[config.mk]
export PLATFORM = sky130hd
export DESIGN_NAME = fbpa_ctrl_flat
export DESIGN_NICKNAME = d
export VERILOG_FILES = /design/src/hdl/fbpa_pkg.sv /design/src/hdl/fbpa_if.sv /design/src/hdl/fbpa_ctrl.sv /design/src/flat_wrapper.sv
export SDC_FILE = /design/constraint.sdc
export NUM_CORES = 1
export LEC_CHECK = 0
export ABC_CLOCK_PERIOD_IN_PS = 5330
export BUFFER_PORTS_ARGS = -buffer_cell sky130_fd_sc_hd__buf_4
export CAP_MARGIN = 20
export CORE_ASPECT_RATIO = 0.5
export CORE_UTILIZATION = 40
export DETAILED_ROUTE_END_ITERATION = 8
export PLACE_DENSITY = 0.63
export SYNTH_ARGS = -nofsm -noshare
export SYNTH_HDL_FRONTEND = slang
export SYNTH_SLANG_ARGS = --single-unit
[constraint.sdc]
create_clock -name clk_i -period 5.33 [get_ports clk_i]
set_input_delay 1.066 -clock clk_i [delete_from_list [all_inputs] [get_ports clk_i]]
set_output_delay 1.066 -clock clk_i [all_outputs]
set_load 0.01 [all_outputs]
[src/hdl/fbpa_pkg.sv]
// Shared widths, codes and defaults of the fixed block pool allocator.
package fbpa_pkg;

  localparam int unsigned PoolDepthDefault = 1024;

  localparam int unsigned CountW   = 11;
  localparam int unsigned SizeW    = 17;
  localparam int unsigned IdxW     = 10;
  localparam int unsigned OffW     = 26;
  localparam int unsigned StatusW  = 2;
  localparam int unsigned CfgIdxW  = 1;
  localparam int unsigned CfgDataW = 17;

  localparam logic [SizeW-1:0] BlockSizeMin = SizeW'(8);

  localparam logic [StatusW-1:0] StatusOk      = 2'd0;
  localparam logic [StatusW-1:0] StatusEmpty   = 2'd1;
  localparam logic [StatusW-1:0] StatusIgnored = 2'd2;

  localparam logic [CfgIdxW-1:0] CfgBlockCount = 1'b0;
  localparam logic [CfgIdxW-1:0] CfgBlockSize  = 1'b1;

endpackage

[src/hdl/fbpa_if.sv]
// Request and response channel interfaces of the fixed block pool allocator.
interface fbpa_req_if import fbpa_pkg::*; ();
  logic            valid;
  logic            ready;
  logic            req_type;
  logic [IdxW-1:0] free_index;

  modport source (output valid, req_type, free_index, input ready);
  modport sink   (input valid, req_type, free_index, output ready);
endinterface

interface fbpa_rsp_if import fbpa_pkg::*; ();
  logic               valid;
  logic               ready;
  logic [StatusW-1:0] status;
  logic [IdxW-1:0]    block_index;
  logic [OffW-1:0]    block_offset;
  logic [CountW-1:0]  free_blocks;
  logic               all_free;

  modport source (output valid, status, block_index, block_offset, free_blocks, all_free,
                  input ready);
  modport sink   (input valid, status, block_index, block_offset, free_blocks, all_free,
                  output ready);
endinterface

[src/hdl/fbpa_ctrl.sv]
// Pool controller: configuration, list head, counters and response register.
module fbpa_ctrl import fbpa_pkg::*; #(
  parameter  int unsigned PoolDepth = PoolDepthDefault,
  localparam int unsigned AddrW     = $clog2(PoolDepth)
) (
  input  logic                clk_i,
  input  logic                rst_ni,
  input  logic                cfg_we_i,
  input  logic [CfgIdxW-1:0]  cfg_idx_i,
  input  logic [CfgDataW-1:0] cfg_data_i,
  fbpa_req_if.sink            req_i,
  fbpa_rsp_if.source          rsp_o,
  output logic                mem_we_o,
  output logic [AddrW-1:0]    mem_waddr_o,
  output logic [CountW-1:0]   mem_wdata_o,
  output logic                mem_re_o,
  output logic [AddrW-1:0]    mem_raddr_o,
  input  logic [CountW-1:0]   mem_rdata_i
);

  localparam logic [31:0]       Depth32    = 32'(PoolDepth);
  localparam logic [CountW-1:0] CountReset = (PoolDepth < 1024) ? CountW'(PoolDepth)
                                                                : CountW'(1024);
  localparam logic [CountW-1:0] CountMax   = CountW'(PoolDepth);
  localparam int unsigned       ProdW      = CountW + SizeW;

  typedef enum logic {StIdle, StResp} state_e;

  state_e            state_q;
  logic [CountW-1:0] count_q, touched_q, free_q, head_q;
  logic [SizeW-1:0]  size_q;
  logic              head_valid_q, out_valid_q;
  logic              ok_q, in_range_q, fwd_q;
  logic [CountW-1:0] fwd_data_q, blk_q;
  logic [ProdW-1:0]  prod_q;
  logic [StatusW-1:0] status_q;
  logic [IdxW-1:0]   index_q;
  logic [OffW-1:0]   offset_q;
  logic [CountW-1:0] free_blocks_q;
  logic              all_free_q;

  logic              req_fire, is_free, lazy_we, alloc_ok, free_ok, free_we;
  logic              out_valid_d;
  logic [31:0]       head_ext, touched_ext, fidx_ext;
  logic [CountW-1:0] fidx, free_inc, link_val, cnt_in;
  logic [SizeW-1:0]  size_in;

  assign req_i.ready = (state_q == StIdle) && (!out_valid_q || rsp_o.ready);
  assign req_fire    = req_i.valid && req_i.ready;
  assign is_free     = req_i.req_type;
  assign fidx        = CountW'(req_i.free_index);
  assign head_ext    = 32'(head_q);
  assign touched_ext = 32'(touched_q);
  assign fidx_ext    = 32'(req_i.free_index);
  assign free_inc    = free_q + CountW'(1);

  assign lazy_we  = req_fire && !is_free && (touched_q < count_q) && (touched_ext < Depth32);
  assign alloc_ok = head_valid_q && (free_q != '0);
  assign free_ok  = (free_q < count_q) && (fidx < count_q);
  assign free_we  = req_fire && is_free && free_ok;

  assign mem_we_o    = lazy_we || free_we;
  assign mem_waddr_o = free_we ? fidx_ext[AddrW-1:0] : touched_ext[AddrW-1:0];
  assign mem_wdata_o = free_we ? (head_valid_q ? head_q : count_q)
                               : touched_q + CountW'(1);
  assign mem_re_o    = req_fire && !is_free;
  assign mem_raddr_o = head_ext[AddrW-1:0];

  // A link just written by the lazy step is forwarded past the read port.
  assign link_val = !in_range_q ? '0 : (fwd_q ? fwd_data_q : mem_rdata_i);

  // Drop a taken response beat; raise one for a free or a finished allocate.
  always_comb begin
    out_valid_d = out_valid_q && !rsp_o.ready;
    if ((state_q == StResp) || (req_fire && is_free)) begin
      out_valid_d = 1'b1;
    end
  end

  // Clamp configuration values into their legal ranges.
  always_comb begin
    cnt_in = cfg_data_i[CountW-1:0];
    if (cnt_in == '0) begin
      cnt_in = CountW'(1);
    end else if (32'(cnt_in) > Depth32) begin
      cnt_in = CountMax;
    end
    size_in = (cfg_data_i[SizeW-1:0] < BlockSizeMin) ? BlockSizeMin : cfg_data_i[SizeW-1:0];
  end

  always_ff @(posedge clk_i or negedge rst_ni) begin
    if (!rst_ni) begin
      state_q      <= StIdle;
      count_q      <= CountReset;
      size_q       <= BlockSizeMin;
      head_q       <= '0;
      head_valid_q <= 1'b1;
      free_q       <= CountReset;
      touched_q    <= '0;
      out_valid_q  <= 1'b0;
    end else begin
      out_valid_q <= out_valid_d;
      case (state_q)
        StIdle: begin
          if (req_fire) begin
            if (is_free) begin
              if (free_ok) begin
                head_q       <= fidx;
                head_valid_q <= 1'b1;
                free_q       <= free_inc;
              end
            end else begin
              state_q <= StResp;
              if (lazy_we) begin
                touched_q <= touched_q + CountW'(1);
              end
              if (alloc_ok) begin
                free_q <= free_q - CountW'(1);
              end
            end
          end
        end
        StResp: begin
          state_q <= StIdle;
          if (ok_q) begin
            if (free_q != '0) begin
              head_q <= link_val;
            end else begin
              head_valid_q <= 1'b0;
            end
          end
        end
        default: state_q <= StIdle;
      endcase
      if (cfg_we_i) begin
        case (cfg_idx_i)
          CfgBlockCount: begin
            count_q      <= cnt_in;
            free_q       <= cnt_in;
            head_q       <= '0;
            head_valid_q <= 1'b1;
            touched_q    <= '0;
          end
          CfgBlockSize: size_q <= size_in;
          default: ;
        endcase
      end
    end
  end

  // Payload registers: allocate context and response fields.
  always_ff @(posedge clk_i) begin
    if (req_fire && !is_free) begin
      ok_q       <= alloc_ok;
      blk_q      <= head_q;
      in_range_q <= head_ext < Depth32;
      fwd_q      <= lazy_we && (touched_q == head_q);
      fwd_data_q <= touched_q + CountW'(1);
      prod_q     <= {{SizeW{1'b0}}, head_q} * {{CountW{1'b0}}, size_q};
    end
    if (state_q == StIdle && req_fire && is_free) begin
      status_q      <= free_ok ? StatusOk : StatusIgnored;
      index_q       <= '0;
      offset_q      <= '0;
      free_blocks_q <= free_ok ? free_inc : free_q;
      all_free_q    <= free_ok && (free_inc == count_q);
    end else if (state_q == StResp) begin
      status_q      <= ok_q ? StatusOk : StatusEmpty;
      index_q       <= ok_q ? blk_q[IdxW-1:0] : '0;
      offset_q      <= ok_q ? prod_q[OffW-1:0] : '0;
      free_blocks_q <= free_q;
      all_free_q    <= 1'b0;
    end
  end

  assign rsp_o.valid        = out_valid_q;
  assign rsp_o.status       = status_q;
  assign rsp_o.block_index  = index_q;
  assign rsp_o.block_offset = offset_q;
  assign rsp_o.free_blocks  = free_blocks_q;
  assign rsp_o.all_free     = all_free_q;

endmodule

[src/flat_wrapper.sv]
// flat-port wrapper written by rule: the top's interface ports become plain ports
module fbpa_ctrl_flat import fbpa_pkg::*;
#(
  parameter  int unsigned PoolDepth = PoolDepthDefault,
  localparam int unsigned AddrW     = $clog2(PoolDepth)
)
  (clk_i, rst_ni, cfg_we_i, cfg_idx_i, cfg_data_i, mem_we_o, mem_waddr_o, mem_wdata_o, mem_re_o, mem_raddr_o, mem_rdata_i, req_i_valid, req_i_req_type, req_i_free_index, req_i_ready, rsp_o_valid, rsp_o_status, rsp_o_block_index, rsp_o_block_offset, rsp_o_free_blocks, rsp_o_all_free, rsp_o_ready);
  fbpa_req_if req_i_i ();
  fbpa_rsp_if rsp_o_i ();
  input  logic clk_i;
  input  logic rst_ni;
  input  logic cfg_we_i;
  input  logic [CfgIdxW-1:0] cfg_idx_i;
  input  logic [CfgDataW-1:0] cfg_data_i;
  output logic mem_we_o;
  output logic [AddrW-1:0] mem_waddr_o;
  output logic [CountW-1:0] mem_wdata_o;
  output logic mem_re_o;
  output logic [AddrW-1:0] mem_raddr_o;
  input  logic [CountW-1:0] mem_rdata_i;
  input wire logic [$bits(req_i_i.valid)-1:0] req_i_valid;
  input wire logic [$bits(req_i_i.req_type)-1:0] req_i_req_type;
  input wire logic [$bits(req_i_i.free_index)-1:0] req_i_free_index;
  output wire logic [$bits(req_i_i.ready)-1:0] req_i_ready;
  output wire logic [$bits(rsp_o_i.valid)-1:0] rsp_o_valid;
  output wire logic [$bits(rsp_o_i.status)-1:0] rsp_o_status;
  output wire logic [$bits(rsp_o_i.block_index)-1:0] rsp_o_block_index;
  output wire logic [$bits(rsp_o_i.block_offset)-1:0] rsp_o_block_offset;
  output wire logic [$bits(rsp_o_i.free_blocks)-1:0] rsp_o_free_blocks;
  output wire logic [$bits(rsp_o_i.all_free)-1:0] rsp_o_all_free;
  input wire logic [$bits(rsp_o_i.ready)-1:0] rsp_o_ready;
  assign req_i_i.valid = req_i_valid;
  assign req_i_i.req_type = req_i_req_type;
  assign req_i_i.free_index = req_i_free_index;
  assign req_i_ready = req_i_i.ready;
  assign rsp_o_valid = rsp_o_i.valid;
  assign rsp_o_status = rsp_o_i.status;
  assign rsp_o_block_index = rsp_o_i.block_index;
  assign rsp_o_block_offset = rsp_o_i.block_offset;
  assign rsp_o_free_blocks = rsp_o_i.free_blocks;
  assign rsp_o_all_free = rsp_o_i.all_free;
  assign rsp_o_i.ready = rsp_o_ready;
  fbpa_ctrl #(.PoolDepth(PoolDepth)) u_core (.clk_i(clk_i), .rst_ni(rst_ni), .cfg_we_i(cfg_we_i), .cfg_idx_i(cfg_idx_i), .cfg_data_i(cfg_data_i), .req_i(req_i_i), .rsp_o(rsp_o_i), .mem_we_o(mem_we_o), .mem_waddr_o(mem_waddr_o), .mem_wdata_o(mem_wdata_o), .mem_re_o(mem_re_o), .mem_raddr_o(mem_raddr_o), .mem_rdata_i(mem_rdata_i));
endmodule
==> flow_results.xml <==
<?xml version="1.0" encoding="UTF-8"?>
<metrics>
  <group name="outcome">
    <metric name="result_of_the_run" unit="">finished clean</metric>
  </group>
  <group name="power_and_ir_drop">
    <metric name="cellLeakagePower" unit="uW">0.007714</metric>
    <metric name="fin_total_pwr" unit="uW">9122</metric>
    <metric name="power-per-cell-area" unit="mW/mm^2">542.7</metric>
    <metric name="vdd_ir_drop_max" unit="uV">416.8</metric>
  </group>
  <group name="critical_path">
    <metric name="cpMostUsedCell" unit="">sky130_fd_sc_hd__inv_2</metric>
    <metric name="critical_path_class" unit="">reg -&gt; reg</metric>
    <metric name="path_cells" unit="">nand2_2 -&gt; fa_2 -&gt; inv_2 -&gt; ha_4 -&gt; inv_2 -&gt; fa_1 -&gt; inv_2 -&gt; fa_1 -&gt; inv_1 -&gt; fa_1 -&gt; inv_2 -&gt; ha_4 -&gt; and3_4 -&gt; o31ai_4 -&gt; a31oi_4 -&gt; o211ai_1 -&gt; a32oi_2 -&gt; a2111o_1 -&gt; nand3_1</metric>
    <metric name="ff2ff_path_depth" unit="">19</metric>
    <metric name="timing.critical_path.from_type" unit="">flop</metric>
    <metric name="setup.reg_to_reg.worst_slack" unit="ns">0.05</metric>
    <metric name="timing.rr.start" unit="">u_core.size_q[3]</metric>
    <metric name="r2r_end" unit="">u_core.prod_q[23]</metric>
    <metric name="critical_path_peak_fanout" unit="">8</metric>
    <metric name="endpoint_kind" unit="">flop</metric>
    <metric name="crit_path_start" unit="">u_core.size_q[3]</metric>
    <metric name="cp.arrival" unit="ns">5.61</metric>
    <metric name="cp_data_required_time" unit="ns">5.67</metric>
    <metric name="cp-endpoint" unit="">u_core.prod_q[23]</metric>
    <metric name="critical_path.max_stage_delay" unit="ns">0.64</metric>
    <metric name="critPathSlowestCell" unit="">sky130_fd_sc_hd__dfstp_2</metric>
  </group>
  <group name="floorplan">
    <metric name="die_h" unit="um">135.2</metric>
    <metric name="dieArea" unit="sq mm">0.03631</metric>
    <metric name="core_box_area" unit="sq mm">0.03471</metric>
    <metric name="design.portCount" unit="">130</metric>
    <metric name="rows" unit="">48</metric>
    <metric name="die_width" unit="um">268.5</metric>
    <metric name="start_util" unit="%">40.92</metric>
  </group>
  <group name="sta">
    <metric name="max-slew-margin-rel" unit="%">39.82</metric>
    <metric name="worst_slack" unit="ns">0.05180</metric>
    <metric name="final_cycle_utilization_of_the_critical_path" unit="%">99.03</metric>
    <metric name="fin_hold_ws" unit="ns">0.4549</metric>
    <metric name="hold_viol" unit="">0</metric>
    <metric name="finalSetupViolations" unit="">0</metric>
    <metric name="worst_pin_slew" unit="ns">0.9028</metric>
    <metric name="final-max-slew-violation-count" unit="">0</metric>
    <metric name="fmaxAchievable" unit="MHz">189.5</metric>
    <metric name="post-route-min-period" unit="ns">5.278</metric>
    <metric name="grt_setup_unrepaired" unit="">yes</metric>
    <metric name="finClkSkew" unit="ns">0.01605</metric>
  </group>
  <group name="logic_synthesis">
    <metric name="synth-seq-cells" unit="">164</metric>
    <metric name="post_synth_num_cell_types" unit="">76</metric>
    <metric name="synth_compound_gate_area_share" unit="%">11.58</metric>
    <metric name="yosys.area_share.adder" unit="%">26.67</metric>
    <metric name="post_synth_inst_count" unit="">1459</metric>
    <metric name="share_of_yosys_cell_area_claimed_by_the_top_area_cell_type" unit="%">18.75</metric>
    <metric name="synth-seq-area-share" unit="%">29.92</metric>
    <metric name="synth-simple-area-share" unit="%">15.45</metric>
    <metric name="synth_edf_count" unit="">64</metric>
    <metric name="yosys-mux-area-fraction" unit="%">4.360</metric>
    <metric name="synth.yosys.warnings" unit="">0</metric>
    <metric name="synthDominantAreaCellType" unit="">sky130_fd_sc_hd__fa_1</metric>
    <metric name="synth-async-reset-ratio" unit="%">39.02</metric>
    <metric name="synth_top_family_by_area" unit="">adder cells</metric>
    <metric name="ys_dominant_reg_cell" unit="">sky130_fd_sc_hd__edfxtp_1</metric>
    <metric name="synthesis.area" unit="sq mm">0.01420</metric>
    <metric name="synth.top_cells.by_area" unit="">sky130_fd_sc_hd__fa_1 (19%), sky130_fd_sc_hd__edfxtp_1 (14%), sky130_fd_sc_hd__dfrtp_1 (11%)</metric>
    <metric name="syn_avg_cell_area" unit="sq um">9.735</metric>
    <metric name="synth-xor-area-share" unit="%">3.920</metric>
    <metric name="syn_nets" unit="">1727</metric>
  </group>
  <group name="placed_design">
    <metric name="placement.io_buffers" unit="">129</metric>
    <metric name="dpl_worst_slack" unit="ns">-0.03361</metric>
    <metric name="finalWeightedCongestion" unit="">0.8983</metric>
    <metric name="placement.cell_area" unit="sq mm">0.01592</metric>
    <metric name="hpwlAfterDp" unit="um">28720</metric>
  </group>
  <group name="route">
    <metric name="vias" unit="">10670</metric>
    <metric name="initialDrtViolationCount" unit="">792</metric>
    <metric name="dr.max_layer_used" unit="">met4</metric>
    <metric name="route.final.wire_length" unit="um">37500</metric>
    <metric name="met2_length" unit="um">17000</metric>
    <metric name="drc_errors" unit="">0</metric>
    <metric name="wl_met3" unit="um">1946</metric>
    <metric name="drt-pass1-iter-count" unit="">5</metric>
    <metric name="wl_per_cell" unit="um">18.06</metric>
    <metric name="route.antenna.remaining_nets" unit="">0</metric>
    <metric name="avgViaCountPerCell" unit="">5.140</metric>
    <metric name="wl_met1" unit="um">17740</metric>
  </group>
  <group name="grt">
    <metric name="grt_pass1_vias" unit="">10530</metric>
    <metric name="grtUsageTotal" unit="%">21.34</metric>
    <metric name="initial_antenna_violation_count" unit="">1</metric>
    <metric name="grt_pass1_wl" unit="um">59520</metric>
    <metric name="grt.overflow.total" unit="">0</metric>
    <metric name="maximum_number_of_pins_on_one_net_before_global_route_repair" unit="">65</metric>
  </group>
  <group name="final_layout">
    <metric name="fillers" unit="">3303</metric>
    <metric name="fin_nets" unit="">1856</metric>
    <metric name="n_diodes" unit="">0</metric>
    <metric name="area_growth_syn_to_layout" unit="%">18.33</metric>
    <metric name="layout.cell_area.non_filler" unit="sq mm">0.01681</metric>
    <metric name="utilization" unit="%">48.42</metric>
    <metric name="final_layout_size_suffix_gt1_share" unit="%">20.36</metric>
    <metric name="final_common_cell" unit="">sky130_fd_sc_hd__buf_4</metric>
    <metric name="most-common-layout-cells" unit="">sky130_fd_sc_hd__buf_4 (202), sky130_fd_sc_hd__inv_1 (182), sky130_fd_sc_hd__nand2_1 (149), sky130_fd_sc_hd__fa_1 (131), sky130_fd_sc_hd__and2_1 (102)</metric>
  </group>
  <group name="clock_tree">
    <metric name="cts_num_sinks" unit="">164</metric>
    <metric name="clock_tree.root_cell" unit="">sky130_fd_sc_hd__clkbuf_16</metric>
    <metric name="cts_tree" unit="">done</metric>
    <metric name="cts-hold-fix-buffers" unit="">0</metric>
    <metric name="cts_buffer_depth" unit="">2</metric>
    <metric name="cts.htree.levels" unit="">4</metric>
    <metric name="clock_insertion_delay_worst_skew" unit="ns">0.46</metric>
    <metric name="cts_made_buffers" unit="">17</metric>
    <metric name="clk_pin_slew_worst_paths" unit="ns">0.08</metric>
  </group>
  <group name="hold_path">
    <metric name="hp-class" unit="">reg -&gt; reg</metric>
  </group>
  <group name="flow_run">
    <metric name="timing.max_cap.violations" unit="">0</metric>
  </group>
</metrics>
cell usage after synthesis (6+ instances only):
master and number:
sky130_fd_sc_hd__inv_1 189, sky130_fd_sc_hd__nand2_1 151, sky130_fd_sc_hd__fa_1 133, sky130_fd_sc_hd__and2_1 104
sky130_fd_sc_hd__ha_1 90, sky130_fd_sc_hd__clkbuf_1 68, sky130_fd_sc_hd__a21oi_1 67, sky130_fd_sc_hd__edfxtp_1 64
sky130_fd_sc_hd__dfrtp_1 60, sky130_fd_sc_hd__nor2_1 46, sky130_fd_sc_hd__xnor2_1 42, sky130_fd_sc_hd__a22o_1 39
sky130_fd_sc_hd__dfxtp_1 36, sky130_fd_sc_hd__mux2i_1 36, sky130_fd_sc_hd__o21ai_0 30, sky130_fd_sc_hd__mux2_2 23
sky130_fd_sc_hd__xor2_1 19, sky130_fd_sc_hd__nand3_1 17, sky130_fd_sc_hd__and3_1 16, sky130_fd_sc_hd__a21o_1 15
sky130_fd_sc_hd__nor3_1 13, sky130_fd_sc_hd__buf_4 12, sky130_fd_sc_hd__nor2b_1 12, sky130_fd_sc_hd__nor3b_1 12
sky130_fd_sc_hd__buf_2 11, sky130_fd_sc_hd__nand4_1 11, sky130_fd_sc_hd__a31oi_1 9, sky130_fd_sc_hd__a21boi_0 8
sky130_fd_sc_hd__nor4_1 8, sky130_fd_sc_hd__o211ai_1 8, sky130_fd_sc_hd__or4_1 7, sky130_fd_sc_hd__a211o_1 6
state kept, by name (all words and copies together), names as in the netlist, 2 cells and up:
register	count
u_core.size_q	17
u_core.rsp_o.block_offset	26
u_core.rsp_o.block_index	10
u_core.free_q	11
u_core.fwd_data_q	11
u_core.rsp_o.status	2
u_core.prod_q	26
u_core.head_q	11
u_core.rsp_o.free_blocks	11
u_core.touched_q	11
u_core.count_q	11
u_core.blk_q	10
per-layer routing:
metal / vias to the layer above / GRT usage (%)
met4: 0 / 5.650
met3: 53 / 4.544
li1: 5121 / -
met1: 5219 / 30.26
met2: 277 / 33.00
met5: - / 0
repair_timing:
item	CTS	global route
buffers inserted	1	8
gates resized for setup	3	48
setup endpoints to repair	2	9
gates cloned	0	0
pin swaps	3	23
worst max-delay path, delay by kind of cell, from the launching register on:
family | cells | cell delay, ns
AOI/OAI and AO/OA | 5 | 1.30
DFF | 1 | 0.64
adders and majority gates | 6 | 2.66
and+or+nand+nor | 3 | 0.33
buffers and inverters | 5 | 0.22
report_power, final:
part           switching (uW)  internal (uW)  leakage (uW)
combinational            3050           2790       0.00573
sequential                232           1740       0.00170
clock                     605            707      0.000288
how the worst min path moves through the flow:
stage / startpoint / slack (ns) / to / depth (start not counted)
5_1_grt: u_core.prod_q[14] / 0.47 / u_core.rsp_o.block_offset[14] / 1
3_5_place_dp: u_core.prod_q[14] / 0.44 / u_core.rsp_o.block_offset[14] / 1
2_1_floorplan: u_core.blk_q[0] / 0.44 / u_core.rsp_o.block_index[0] / 1
6_report: u_core.prod_q[14] / 0.45 / u_core.rsp_o.block_offset[14] / 1
3_3_place_gp: u_core.blk_q[5] / 0.44 / u_core.rsp_o.block_index[5] / 1
4_1_cts: u_core.prod_q[14] / 0.45 / u_core.rsp_o.block_offset[14] / 1
through the flow:
stage | cells | setup TNS (ns)
after floorplan | 1459 | 0
after global placement | 2035 | 0
after detailed placement | 2035 | -0.06435
after CTS | 2068 | -0.004329
after global routing | 2076 | -0.3246
final | 2076 | 0
cell type report:
| class | count | area [sq um] | share of cell area, % |
|---|---|---|---|
| clock buffer | 18 | 429.2 | 2.553 |
| clock inverter | 14 | 166.4 | 0.9901 |
| inverter | 189 | 709.4 | 4.221 |
| multi-input combinational | 1008 | 9042 | 53.80 |
| sequential | 164 | 4255 | 25.32 |
| tap | 475 | 594.3 | 3.536 |
| timing repair buffer | 208 | 1610 | 9.581 |
kinds of logic (layout without fill, tap and decap cells):
logic type | after synthesis | after routing
flip-flops | 164 | 164
multiplexers | 59 | 59
AND/OR/NAND/NOR | 425 | 425
adder cells (fa/ha/maj) | 223 | 223
AO/OA/AOI/OAI | 239 | 239
XOR/XNOR | 62 | 62
buffers and inverters | 287 | 429
Note: power is estimated with default switching activity, not from simulation.
